File: src/hw/rtl/least_squares_line_fit_top_assert.svh
// ----------------------------------------------------------------------------
// Assertion macros for the line fit block
// Implication and exclusion checks, clocked on clk, off during reset.
// ----------------------------------------------------------------------------
`ifndef LEAST_SQUARES_LINE_FIT_TOP_ASSERT_SVH
`define LEAST_SQUARES_LINE_FIT_TOP_ASSERT_SVH

`define LSLF_ASSERT_IMPLIES(label, ante, cons, msg) \
  label: assert property (@(posedge clk) disable iff (rst) (ante) |-> (cons)) \
    else $error(msg);

`define LSLF_ASSERT_NEVER(label, cond, msg) \
  label: assert property (@(posedge clk) disable iff (rst) !(cond)) \
    else $error(msg);

`endif

File: src/hw/rtl/lslf_pkg.sv
// ----------------------------------------------------------------------------
// lslf_pkg
// Shared widths, limits and the queue entry tag of the line fit block.
// ----------------------------------------------------------------------------
package lslf_pkg;

  localparam int VALUE_W    = 32;
  localparam int RESULT_W   = 48;
  localparam int POINTS_W   = 7;
  localparam int FRAC_SHIFT = 16;

  localparam logic [RESULT_W-1:0] SAT_POS = 48'h7FFF_FFFF_FFFF;
  localparam logic [RESULT_W-1:0] SAT_NEG = 48'h8000_0000_0000;

  typedef struct packed {
    logic incl;
    logic last;
  } tag_t;

  localparam int TAG_W = $bits(tag_t);

endpackage

File: src/hw/rtl/lslf_front.sv
// ----------------------------------------------------------------------------
// lslf_front
// Accepts points, marks each as kept or dropped against the point limit.
// ----------------------------------------------------------------------------
module lslf_front #(
  parameter int MAX_POINTS = 64,
  parameter int CODE_BITS  = 12
) (
  input  logic                                  clk,
  input  logic                                  rst,
  input  logic                                  in_valid,
  output logic                                  in_ready,
  input  logic [CODE_BITS-1:0]                  sample_code,
  input  logic signed [lslf_pkg::VALUE_W-1:0]   true_value,
  input  logic                                  last_point,
  output logic                                  push_valid,
  input  logic                                  push_ready,
  output logic [lslf_pkg::TAG_W+lslf_pkg::VALUE_W+CODE_BITS-1:0] push_data
);

  localparam int NB = $clog2(MAX_POINTS + 1);

  logic [NB-1:0]   count;
  lslf_pkg::tag_t  tag;

  assign tag.incl   = count < NB'(MAX_POINTS);
  assign tag.last   = last_point;
  assign in_ready   = push_ready;
  assign push_valid = in_valid;
  assign push_data  = {tag, true_value, sample_code};

  always_ff @(posedge clk) begin
    if (rst) begin
      count <= '0;
    end else if (in_valid && push_ready) begin
      if (last_point) begin
        count <= '0;
      end else if (tag.incl) begin
        count <= count + 1'b1;
      end
    end
  end

endmodule

File: src/hw/rtl/lslf_fifo.sv
// ----------------------------------------------------------------------------
// lslf_fifo
// Two-entry queue between the front and the fit engine.
// ----------------------------------------------------------------------------
module lslf_fifo #(
  parameter int W = 46
) (
  input  logic         clk,
  input  logic         rst,
  input  logic         push_valid,
  output logic         push_ready,
  input  logic [W-1:0] push_data,
  output logic         pop_valid,
  input  logic         pop_ready,
  output logic [W-1:0] pop_data
);

  logic [W-1:0] mem [2];
  logic         wptr;
  logic         rptr;
  logic [1:0]   fill;
  logic         push;
  logic         pop;

  assign push_ready = fill != 2'd2;
  assign pop_valid  = fill != 2'd0;
  assign pop_data   = mem[rptr];
  assign push       = push_valid && push_ready;
  assign pop        = pop_valid && pop_ready;

  always_ff @(posedge clk) begin
    if (push) begin
      mem[wptr] <= push_data;
    end
  end

  always_ff @(posedge clk) begin
    if (rst) begin
      wptr <= 1'b0;
      rptr <= 1'b0;
      fill <= 2'd0;
    end else begin
      if (push) begin
        wptr <= ~wptr;
      end
      if (pop) begin
        rptr <= ~rptr;
      end
      fill <= fill + {1'b0, push} - {1'b0, pop};
    end
  end

endmodule

File: src/hw/rtl/lslf_back.sv
// ----------------------------------------------------------------------------
// lslf_back
// Keeps the running sums and computes the fit with a serial multiplier and
// a restoring divider.
// ----------------------------------------------------------------------------
module lslf_back #(
  parameter int MAX_POINTS = 64,
  parameter int CODE_BITS  = 12
) (
  input  logic                                  clk,
  input  logic                                  rst,
  input  logic                                  pop_valid,
  output logic                                  pop_ready,
  input  logic [lslf_pkg::TAG_W+lslf_pkg::VALUE_W+CODE_BITS-1:0] pop_data,
  output logic                                  out_valid,
  input  logic                                  out_ready,
  output logic signed [lslf_pkg::RESULT_W-1:0]  intercept,
  output logic signed [lslf_pkg::RESULT_W-1:0]  slope,
  output logic                                  degenerate,
  output logic                                  overflowed,
  output logic [lslf_pkg::POINTS_W-1:0]         points_used
);

  localparam int CW   = CODE_BITS;
  localparam int VW   = lslf_pkg::VALUE_W;
  localparam int RW   = lslf_pkg::RESULT_W;
  localparam int NB   = $clog2(MAX_POINTS + 1);
  localparam int SXW  = CW + NB;
  localparam int SXXW = 2 * CW + NB;
  localparam int SYW  = VW + NB;
  localparam int SXYW = CW + VW + 1 + NB;
  localparam int MW   = SXXW;
  localparam int DW   = SXXW + NB;
  localparam int NUMW = 2 * CW + 2 * NB + VW + 19;
  localparam int MCW  = $clog2(MW);
  localparam int DCW  = $clog2(NUMW);

  localparam logic [3:0] S_IDLE  = 4'd0;
  localparam logic [3:0] S_SQ    = 4'd1;
  localparam logic [3:0] S_XY    = 4'd2;
  localparam logic [3:0] S_LOAD  = 4'd3;
  localparam logic [3:0] S_MUL   = 4'd4;
  localparam logic [3:0] S_NEXT  = 4'd5;
  localparam logic [3:0] S_DLOAD = 4'd6;
  localparam logic [3:0] S_DIV   = 4'd7;
  localparam logic [3:0] S_DEND  = 4'd8;
  localparam logic [3:0] S_EMIT  = 4'd9;

  localparam logic [2:0] P_NSXX  = 3'd0;
  localparam logic [2:0] P_SXSX  = 3'd1;
  localparam logic [2:0] P_SXXSY = 3'd2;
  localparam logic [2:0] P_SXSXY = 3'd3;
  localparam logic [2:0] P_NSXY  = 3'd4;
  localparam logic [2:0] P_SXSY  = 3'd5;

  logic [3:0]               state;
  logic [2:0]               pass;
  logic [CW-1:0]            x_r;
  logic signed [VW-1:0]     y_r;
  lslf_pkg::tag_t           tag_r;
  lslf_pkg::tag_t           tag_in;
  logic [NB-1:0]            n;
  logic [SXW-1:0]           sx;
  logic [SXXW-1:0]          sxx;
  logic signed [SYW-1:0]    sy;
  logic signed [SXYW-1:0]   sxy;
  logic                     ovf;
  logic signed [VW:0]       mul_a;
  logic signed [CW+VW+1:0]  prod;
  logic signed [NUMW-1:0]   a_sel;
  logic [MW-1:0]            b_sel;
  logic                     sub_sel;
  logic signed [NUMW-1:0]   acc;
  logic signed [NUMW-1:0]   a_sh;
  logic [MW-1:0]            b_sh;
  logic                     sub_r;
  logic [MCW-1:0]           mstep;
  logic [DW-1:0]            den;
  logic signed [NUMW-1:0]   num;
  logic                     neg_r;
  logic                     target_r;
  logic [NUMW-1:0]          dq;
  logic [DW-1:0]            rem;
  logic [DCW-1:0]           dstep;
  logic [DW:0]              rem_sh;
  logic                     ge;
  logic [DW:0]              rem_new;
  logic [NUMW-1:0]          lim;
  logic [NUMW-1:0]          mq;
  logic [RW-1:0]            res;
  logic [RW-1:0]            icpt_r;
  logic [RW-1:0]            slp_r;
  logic                     deg_r;
  logic                     take;
  logic                     emit;

  assign tag_in    = lslf_pkg::tag_t'(pop_data[CW+VW+lslf_pkg::TAG_W-1:CW+VW]);
  assign take      = pop_valid && (state == S_IDLE || (state == S_XY && !tag_r.last));
  assign pop_ready = take;
  assign emit      = state == S_EMIT && (!out_valid || out_ready);

  assign mul_a = (state == S_SQ) ? $signed({{(VW + 1 - CW){1'b0}}, x_r})
                                 : {y_r[VW-1], y_r};
  assign prod  = $signed({1'b0, x_r}) * mul_a;

  always_comb begin
    unique case (pass)
      P_NSXX: begin
        a_sel = NUMW'(sxx);
        b_sel = MW'(n);
      end
      P_SXSX: begin
        a_sel = NUMW'(sx);
        b_sel = MW'(sx);
      end
      P_SXXSY: begin
        a_sel = NUMW'(sy);
        b_sel = sxx;
      end
      P_SXSXY: begin
        a_sel = NUMW'(sxy);
        b_sel = MW'(sx);
      end
      P_NSXY: begin
        a_sel = NUMW'(sxy);
        b_sel = MW'(n);
      end
      P_SXSY: begin
        a_sel = NUMW'(sy);
        b_sel = MW'(sx);
      end
      default: begin
        a_sel = '0;
        b_sel = '0;
      end
    endcase
  end

  assign sub_sel = pass == P_SXSX || pass == P_SXSXY || pass == P_SXSY;

  assign rem_sh  = {rem, dq[NUMW-1]};
  assign ge      = rem_sh >= {1'b0, den};
  assign rem_new = ge ? rem_sh - {1'b0, den} : rem_sh;

  assign lim = neg_r ? NUMW'(lslf_pkg::SAT_NEG) : NUMW'(lslf_pkg::SAT_POS);
  assign mq  = (dq > lim) ? lim : dq;
  assign res = neg_r ? (~mq[RW-1:0] + 1'b1) : mq[RW-1:0];

  always_ff @(posedge clk) begin
    if (rst) begin
      state     <= S_IDLE;
      pass      <= P_NSXX;
      tag_r     <= '0;
      n         <= '0;
      sx        <= '0;
      sxx       <= '0;
      sy        <= '0;
      sxy       <= '0;
      ovf       <= 1'b0;
      out_valid <= 1'b0;
    end else begin
      if (emit) begin
        out_valid <= 1'b1;
      end else if (out_ready) begin
        out_valid <= 1'b0;
      end

      if (take) begin
        x_r   <= pop_data[CW-1:0];
        y_r   <= pop_data[CW+VW-1:CW];
        tag_r <= tag_in;
      end

      unique case (state)
        S_IDLE, S_XY: begin
          if (state == S_XY) begin
            sy  <= sy + SYW'(y_r);
            sxy <= sxy + SXYW'(prod);
          end
          if (state == S_XY && tag_r.last) begin
            acc   <= '0;
            pass  <= P_NSXX;
            state <= S_LOAD;
          end else if (take) begin
            if (tag_in.incl) begin
              state <= S_SQ;
            end else begin
              ovf <= 1'b1;
              if (tag_in.last) begin
                acc   <= '0;
                pass  <= P_NSXX;
                state <= S_LOAD;
              end else begin
                state <= S_IDLE;
              end
            end
          end else begin
            state <= S_IDLE;
          end
        end
        S_SQ: begin
          sxx   <= sxx + SXXW'(prod[2*CW-1:0]);
          sx    <= sx + SXW'(x_r);
          n     <= n + 1'b1;
          state <= S_XY;
        end
        S_LOAD: begin
          a_sh  <= a_sel;
          b_sh  <= b_sel;
          sub_r <= sub_sel;
          mstep <= '0;
          state <= S_MUL;
        end
        S_MUL: begin
          if (b_sh[0]) begin
            acc <= sub_r ? acc - a_sh : acc + a_sh;
          end
          a_sh  <= a_sh <<< 1;
          b_sh  <= b_sh >> 1;
          mstep <= mstep + 1'b1;
          if (mstep == MCW'(MW - 1)) begin
            state <= S_NEXT;
          end
        end
        S_NEXT: begin
          unique case (pass)
            P_NSXX: begin
              pass  <= P_SXSX;
              state <= S_LOAD;
            end
            P_SXSX: begin
              den   <= acc[DW-1:0];
              deg_r <= acc[DW-1:0] == '0;
              if (acc[DW-1:0] == '0) begin
                icpt_r <= '0;
                slp_r  <= '0;
                state  <= S_EMIT;
              end else begin
                acc   <= '0;
                pass  <= P_SXXSY;
                state <= S_LOAD;
              end
            end
            P_SXXSY: begin
              pass  <= P_SXSXY;
              state <= S_LOAD;
            end
            P_SXSXY: begin
              num      <= acc;
              target_r <= 1'b0;
              state    <= S_DLOAD;
            end
            P_NSXY: begin
              pass  <= P_SXSY;
              state <= S_LOAD;
            end
            P_SXSY: begin
              num      <= acc <<< lslf_pkg::FRAC_SHIFT;
              target_r <= 1'b1;
              state    <= S_DLOAD;
            end
            default: begin
              state <= S_IDLE;
            end
          endcase
        end
        S_DLOAD: begin
          neg_r <= num[NUMW-1];
          dq    <= num[NUMW-1] ? (~num + 1'b1) : num;
          rem   <= '0;
          dstep <= '0;
          state <= S_DIV;
        end
        S_DIV: begin
          rem   <= rem_new[DW-1:0];
          dq    <= {dq[NUMW-2:0], ge};
          dstep <= dstep + 1'b1;
          if (dstep == DCW'(NUMW - 1)) begin
            state <= S_DEND;
          end
        end
        S_DEND: begin
          if (target_r) begin
            slp_r <= res;
            state <= S_EMIT;
          end else begin
            icpt_r <= res;
            acc    <= '0;
            pass   <= P_NSXY;
            state  <= S_LOAD;
          end
        end
        S_EMIT: begin
          if (emit) begin
            intercept   <= icpt_r;
            slope       <= slp_r;
            degenerate  <= deg_r;
            overflowed  <= ovf;
            points_used <= lslf_pkg::POINTS_W'(n);
            n           <= '0;
            sx          <= '0;
            sxx         <= '0;
            sy          <= '0;
            sxy         <= '0;
            ovf         <= 1'b0;
            state       <= S_IDLE;
          end
        end
        default: begin
          state <= S_IDLE;
        end
      endcase
    end
  end

endmodule

File: src/hw/rtl/least_squares_line_fit_top.sv
// ----------------------------------------------------------------------------
// least_squares_line_fit_top
// Straight-line least-squares fit over a set of calibration points.
// ----------------------------------------------------------------------------
// Input channel (in_valid/in_ready): one point per transfer, a converter code,
// a Q16.16 true value and a last-point mark. Output channel
// (out_valid/out_ready): one result per set, intercept Q32.16 and slope Q16.32,
// with degenerate, overflow and point count flags.
// A two-entry queue parts the input side from the fit engine, so points are
// taken while the engine works. Each kept point goes twice through the
// shared 13x33 multiplier (x squared, then x times y). Points past MAX_POINTS
// are dropped and flagged.
// After the last point the fit runs six serial multiply passes and two
// restoring divisions; it stops after the first two passes when the
// denominator is zero.
// A stalled receiver holds the result register; the engine then waits with
// its next fit, and the queue fills and drops in_ready.
// Reset clears the count, sums and overflow flag and empties the queue.
// ----------------------------------------------------------------------------
`include "least_squares_line_fit_top_assert.svh"

module least_squares_line_fit_top #(
  parameter int MAX_POINTS = 64,
  parameter int CODE_BITS  = 12
) (
  input  logic                                  clk,
  input  logic                                  rst,
  input  logic                                  in_valid,
  output logic                                  in_ready,
  input  logic [CODE_BITS-1:0]                  sample_code,
  input  logic signed [lslf_pkg::VALUE_W-1:0]   true_value,
  input  logic                                  last_point,
  output logic                                  out_valid,
  input  logic                                  out_ready,
  output logic signed [lslf_pkg::RESULT_W-1:0]  intercept,
  output logic signed [lslf_pkg::RESULT_W-1:0]  slope,
  output logic                                  degenerate,
  output logic                                  overflowed,
  output logic [lslf_pkg::POINTS_W-1:0]         points_used
);

  localparam int EW = lslf_pkg::TAG_W + lslf_pkg::VALUE_W + CODE_BITS;

  logic          push_valid;
  logic          push_ready;
  logic [EW-1:0] push_data;
  logic          pop_valid;
  logic          pop_ready;
  logic [EW-1:0] pop_data;

  lslf_front #(
    .MAX_POINTS (MAX_POINTS),
    .CODE_BITS  (CODE_BITS)
  ) u_front (
    .clk         (clk),
    .rst         (rst),
    .in_valid    (in_valid),
    .in_ready    (in_ready),
    .sample_code (sample_code),
    .true_value  (true_value),
    .last_point  (last_point),
    .push_valid  (push_valid),
    .push_ready  (push_ready),
    .push_data   (push_data)
  );

  lslf_fifo #(
    .W (EW)
  ) u_fifo (
    .clk        (clk),
    .rst        (rst),
    .push_valid (push_valid),
    .push_ready (push_ready),
    .push_data  (push_data),
    .pop_valid  (pop_valid),
    .pop_ready  (pop_ready),
    .pop_data   (pop_data)
  );

  lslf_back #(
    .MAX_POINTS (MAX_POINTS),
    .CODE_BITS  (CODE_BITS)
  ) u_back (
    .clk         (clk),
    .rst         (rst),
    .pop_valid   (pop_valid),
    .pop_ready   (pop_ready),
    .pop_data    (pop_data),
    .out_valid   (out_valid),
    .out_ready   (out_ready),
    .intercept   (intercept),
    .slope       (slope),
    .degenerate  (degenerate),
    .overflowed  (overflowed),
    .points_used (points_used)
  );

  `LSLF_ASSERT_NEVER(a_deg_zero, out_valid && degenerate && (intercept != 0 || slope != 0), "degenerate fit with nonzero result")
  `LSLF_ASSERT_IMPLIES(a_ovf_full, out_valid && overflowed, points_used == lslf_pkg::POINTS_W'(MAX_POINTS), "overflow flagged below the point limit")
  `LSLF_ASSERT_IMPLIES(a_fit_pts, out_valid && !degenerate, points_used >= 2 || MAX_POINTS > 127, "fit reported from fewer than two points")

endmodule
File: config.mk
export PLATFORM = sky130hd
export DESIGN_NAME = least_squares_line_fit_top
export DESIGN_NICKNAME = d
export VERILOG_FILES = /design/src/hw/rtl/lslf_pkg.sv /design/src/hw/rtl/lslf_front.sv /design/src/hw/rtl/lslf_fifo.sv /design/src/hw/rtl/lslf_back.sv /design/src/hw/rtl/least_squares_line_fit_top.sv
export VERILOG_INCLUDE_DIRS = /design/src /design/src/hw/rtl
export SDC_FILE = /design/constraint.sdc
export NUM_CORES = 2
export LEC_CHECK = 0
export BUFFER_PORTS_ARGS = -buffer_cell sky130_fd_sc_hd__buf_2
export CELL_PAD_IN_SITES_DETAIL_PLACEMENT = 0
export CELL_PAD_IN_SITES_GLOBAL_PLACEMENT = 1
export CORE_MARGIN = 3
export CORE_UTILIZATION = 51
export CTS_BUF_LIST = sky130_fd_sc_hd__clkbuf_16
export DETAILED_ROUTE_END_ITERATION = 6
export PLACE_DENSITY = 0.91
export SYNTH_ARGS = -nofsm -noshare
export SYNTH_HDL_FRONTEND = slang
export SYNTH_SLANG_ARGS = --single-unit
File: constraint.sdc
create_clock -name clk -period 14.7 [get_ports clk]
set_input_delay 1.47 -clock clk [delete_from_list [all_inputs] [get_ports clk]]
set_output_delay 1.47 -clock clk [all_outputs]
set_load 0.03 [all_outputs]
==> flow_metrics.py <==
metrics = {
    "outcome": {
        "status": "finished, final reports clean",
    },
    "logic_synthesis": {
        "ys_async_sr_fraction_pct": 0,
        "netlist_top_cells_area": "edfxtp_1, fa_1, ha_1",
        "synth-seq-area-share_pct": 39.6,
        "synth_fp_nets": 8119,
        "post_synth_num_cell_types": 89,
        "synth_edf_count": 816,
        "synth_top_cell_by_area": "edfxtp_1",
        "yosys_warnings": 0,
        "synth.top_cell.area_share_pct": 34.8,
        "synth_area_um2": 70500,
        "ys_ff_latch": 986,
        "avgSynthCellArea_um2": 9.64,
        "postSynthCellCount": 7312,
        "synthFlopType": "edfxtp_1",
    },
    "hold_path": {
        "hold_start": "u_back.slp_r[43]",
        "min_path_cells": 0,
        "hold_class": "reg2reg",
        "holdPathEnd": "u_back.slope[43]",
    },
    "grt": {
        "grt_pass1_vias": 52800,
        "grt_usage_pct": 25.1,
        "grt_overflow": 0,
        "grt_max_degree": 131,
        "antenna_found_initial": 1,
        "grt_pass1_wl_mm": 287,
    },
    "detailed_routing": {
        "wl_per_cell_um": 19.8,
        "vias": 53700,
        "wl_met2_mm": 88.0,
        "routed_wl_mm": 181,
        "ant_nets": 0,
        "dr.pass1.iters": 6,
        "wl_met1_mm": 75.7,
        "viasPerCell": 5.86,
        "highest_layer": "met4",
        "drt_iter0_markers": 4254,
        "wl_met3_mm": 9.90,
        "drcViolationCount": 0,
    },
    "floorplan": {
        "die_h_um": 378,
        "core_um2": 136000,
        "num_rows": 135,
        "fp.dieArea_um2": 143000,
        "initial_utilization_pct": 51.7,
        "die_w_um": 378,
        "num_io_pins": 156,
    },
    "critical_path": {
        "worstSetupStartpointType": "flop",
        "endpoint_kind": "flop",
        "reg2regPathDepth": 40,
        "worst_ep_arrival_time_ns": 11.71,
        "required_ns": 15.36,
        "critical_path.max_fanout": 39,
        "critPathKind": "reg2reg",
        "reg2reg_to": "u_back.sxy[51]",
        "reg2reg_slack_ns": 3.65,
        "timing.rr.start": "u_back.state[0]",
        "crit_slowest_cell": "dfxtp_1",
        "max_stage_delay_ns": 0.70,
    },
    "timing": {
        "min_period_over_period_pct": 75.2,
        "layout_min_cycle_time_ns": 11.05,
        "setup_violations": 0,
        "worst_hold_slack_ns": 0.412,
        "hold_violations": 0,
        "grt_setup_unrepaired": "no",
        "max_clock_freq_mhz": 90.5,
        "fin_worst_skew_ns": 0.0697,
        "tightestPinTransition_ns": 1.13,
        "setup_tns_ns": 0,
        "slew_viol_final": 0,
        "relSlewSlack_pct": 24.5,
    },
    "clock_tree": {
        "clkTransAtPathRegs_ns": 0.06,
        "root_buffer": "clkbuf_16",
        "htree_levels": 3,
        "cts_tree": "built",
        "cts_resized": 0,
        "clock_sinks": 986,
        "post_cts_buffers": 0,
        "numCtsBuffers": 107,
        "cts_hold_buf": 0,
        "worstSkewPairLatency_ns": 0.74,
        "clock_path_buffers": 3,
    },
    "place": {
        "io_buffers": 155,
        "place_congestion": 0.955,
        "placed_cell_area_um2": 72800,
        "dp_hpwl_mm": 137,
    },
    "layout": {
        "fin_area_um2": 76500,
        "syn_to_final_growth_pct": 8.55,
        "post-route-util_pct": 56.2,
        "nNetsFinal": 8093,
        "antenna-diode-count": 0,
        "drive_gt1_share_pct": 7.51,
    },
    "flow_run": {
        "cap_violations": 0,
    },
}
## layout by cell type (no fill, tap or decap), drive strengths merged, types with 215 or more instances in the layout
cell type,count
a21o,215
a21oi,521
buf,224
edfxtp,816
fa,347
ha,411
inv,628
nand2,917
nor2,506
o21ai,390
xnor2,276
## cell type report
| class | count | area [um^2] |
|---|---|---|
| Inverter | 611 | 2290 |
| Clock buffer | 107 | 2680 |
| Multi-Input combinational cell | 5356 | 39100 |
| Timing Repair Buffer | 224 | 1310 |
| Sequential cell | 986 | 27900 |
| Tap cell | 1781 | 2230 |
| Clock inverter | 95 | 1030 |
| Fill cell | 11800 | 59800 |
## routing by layer
metal  vias to the layer above  global-route usage, %
li1                      25600                      -
met1                     26000                   32.2
met2                      1685                   43.3
met3                       424                   3.17
met4                         0                   9.82
met5                         -                      0
## cell usage after synthesis, drive strengths merged, types with 151 or more instances
| cell | count |
|---|---|
| nand2 | 917 |
| edfxtp | 816 |
| inv | 611 |
| a21oi | 521 |
| nor2 | 506 |
| ha | 411 |
| o21ai | 390 |
| fa | 347 |
| clkbuf | 326 |
| xnor2 | 276 |
| a21o | 215 |
| xor2 | 195 |
| dfxtp | 170 |
| and3 | 151 |
## worst max-delay path by stage
stage                      to  cells after the start  slack [ns]       startpoint
3_3_place_gp   u_back.sxy[51]                     39        3.96  u_back.state[0]
4_1_cts        u_back.sxy[51]                     40        3.72  u_back.state[0]
2_1_floorplan    u_back.dq[0]                      3        2.88              rst
6_report       u_back.sxy[51]                     40        3.65  u_back.state[0]
3_5_place_dp   u_back.sxy[51]                     40        3.77  u_back.state[0]
5_1_grt        u_back.sxy[51]                     41        2.85  u_back.state[0]
## critical path, delay by kind of cell, from the launching register on
family / cells / cell delay (ns)
and+or+nand+nor: 11 / 2.55
adders and majority gates: 7 / 2.99
xor gates and xnor gates: 2 / 0.26
AOI/OAI and AO/OA: 17 / 4.24
DFF: 1 / 0.70
buffers and inverters: 3 / 0.14
## flip-flops by register name, summed over array words and instances, names as in the netlist, 12 cells and up, named ones only
register	cells
u_back.intercept	48
u_back.sy	39
u_back.sxx	31
u_fifo.mem	92
u_back.den	38
u_back.sxy	52
u_back.icpt_r	48
u_back.slp_r	48
u_back.x_r	12
u_back.sx	19
u_back.slope	48
u_back.a_sh	89
u_back.acc	89
u_back.dq	89
u_back.num	89
u_back.y_r	32
u_back.b_sh	31
u_back.rem	38
## through the flow
step | instances | setup WS [ns]
5_1_grt | 9160 | 2.85
3_5_place_dp | 8958 | 3.77
4_1_cts | 9160 | 3.72
2_1_floorplan | 7312 | 2.88
3_3_place_gp | 8958 | 3.96
6_report | 9160 | 3.65
## kinds of logic after synthesis
group | share of synthesized area [%]
adders and majority gates | 17.1
and+or+nand+nor | 15.4
AOI/OAI and AO/OA | 14.7
xor gates and xnor gates | 5.85
DFF | 39.6
muxes | 2.20
buffers and inverters | 5.18
Power is not shown: default switching activity piles up to over one toggle a cycle in this logic, so the estimate is an artifact.
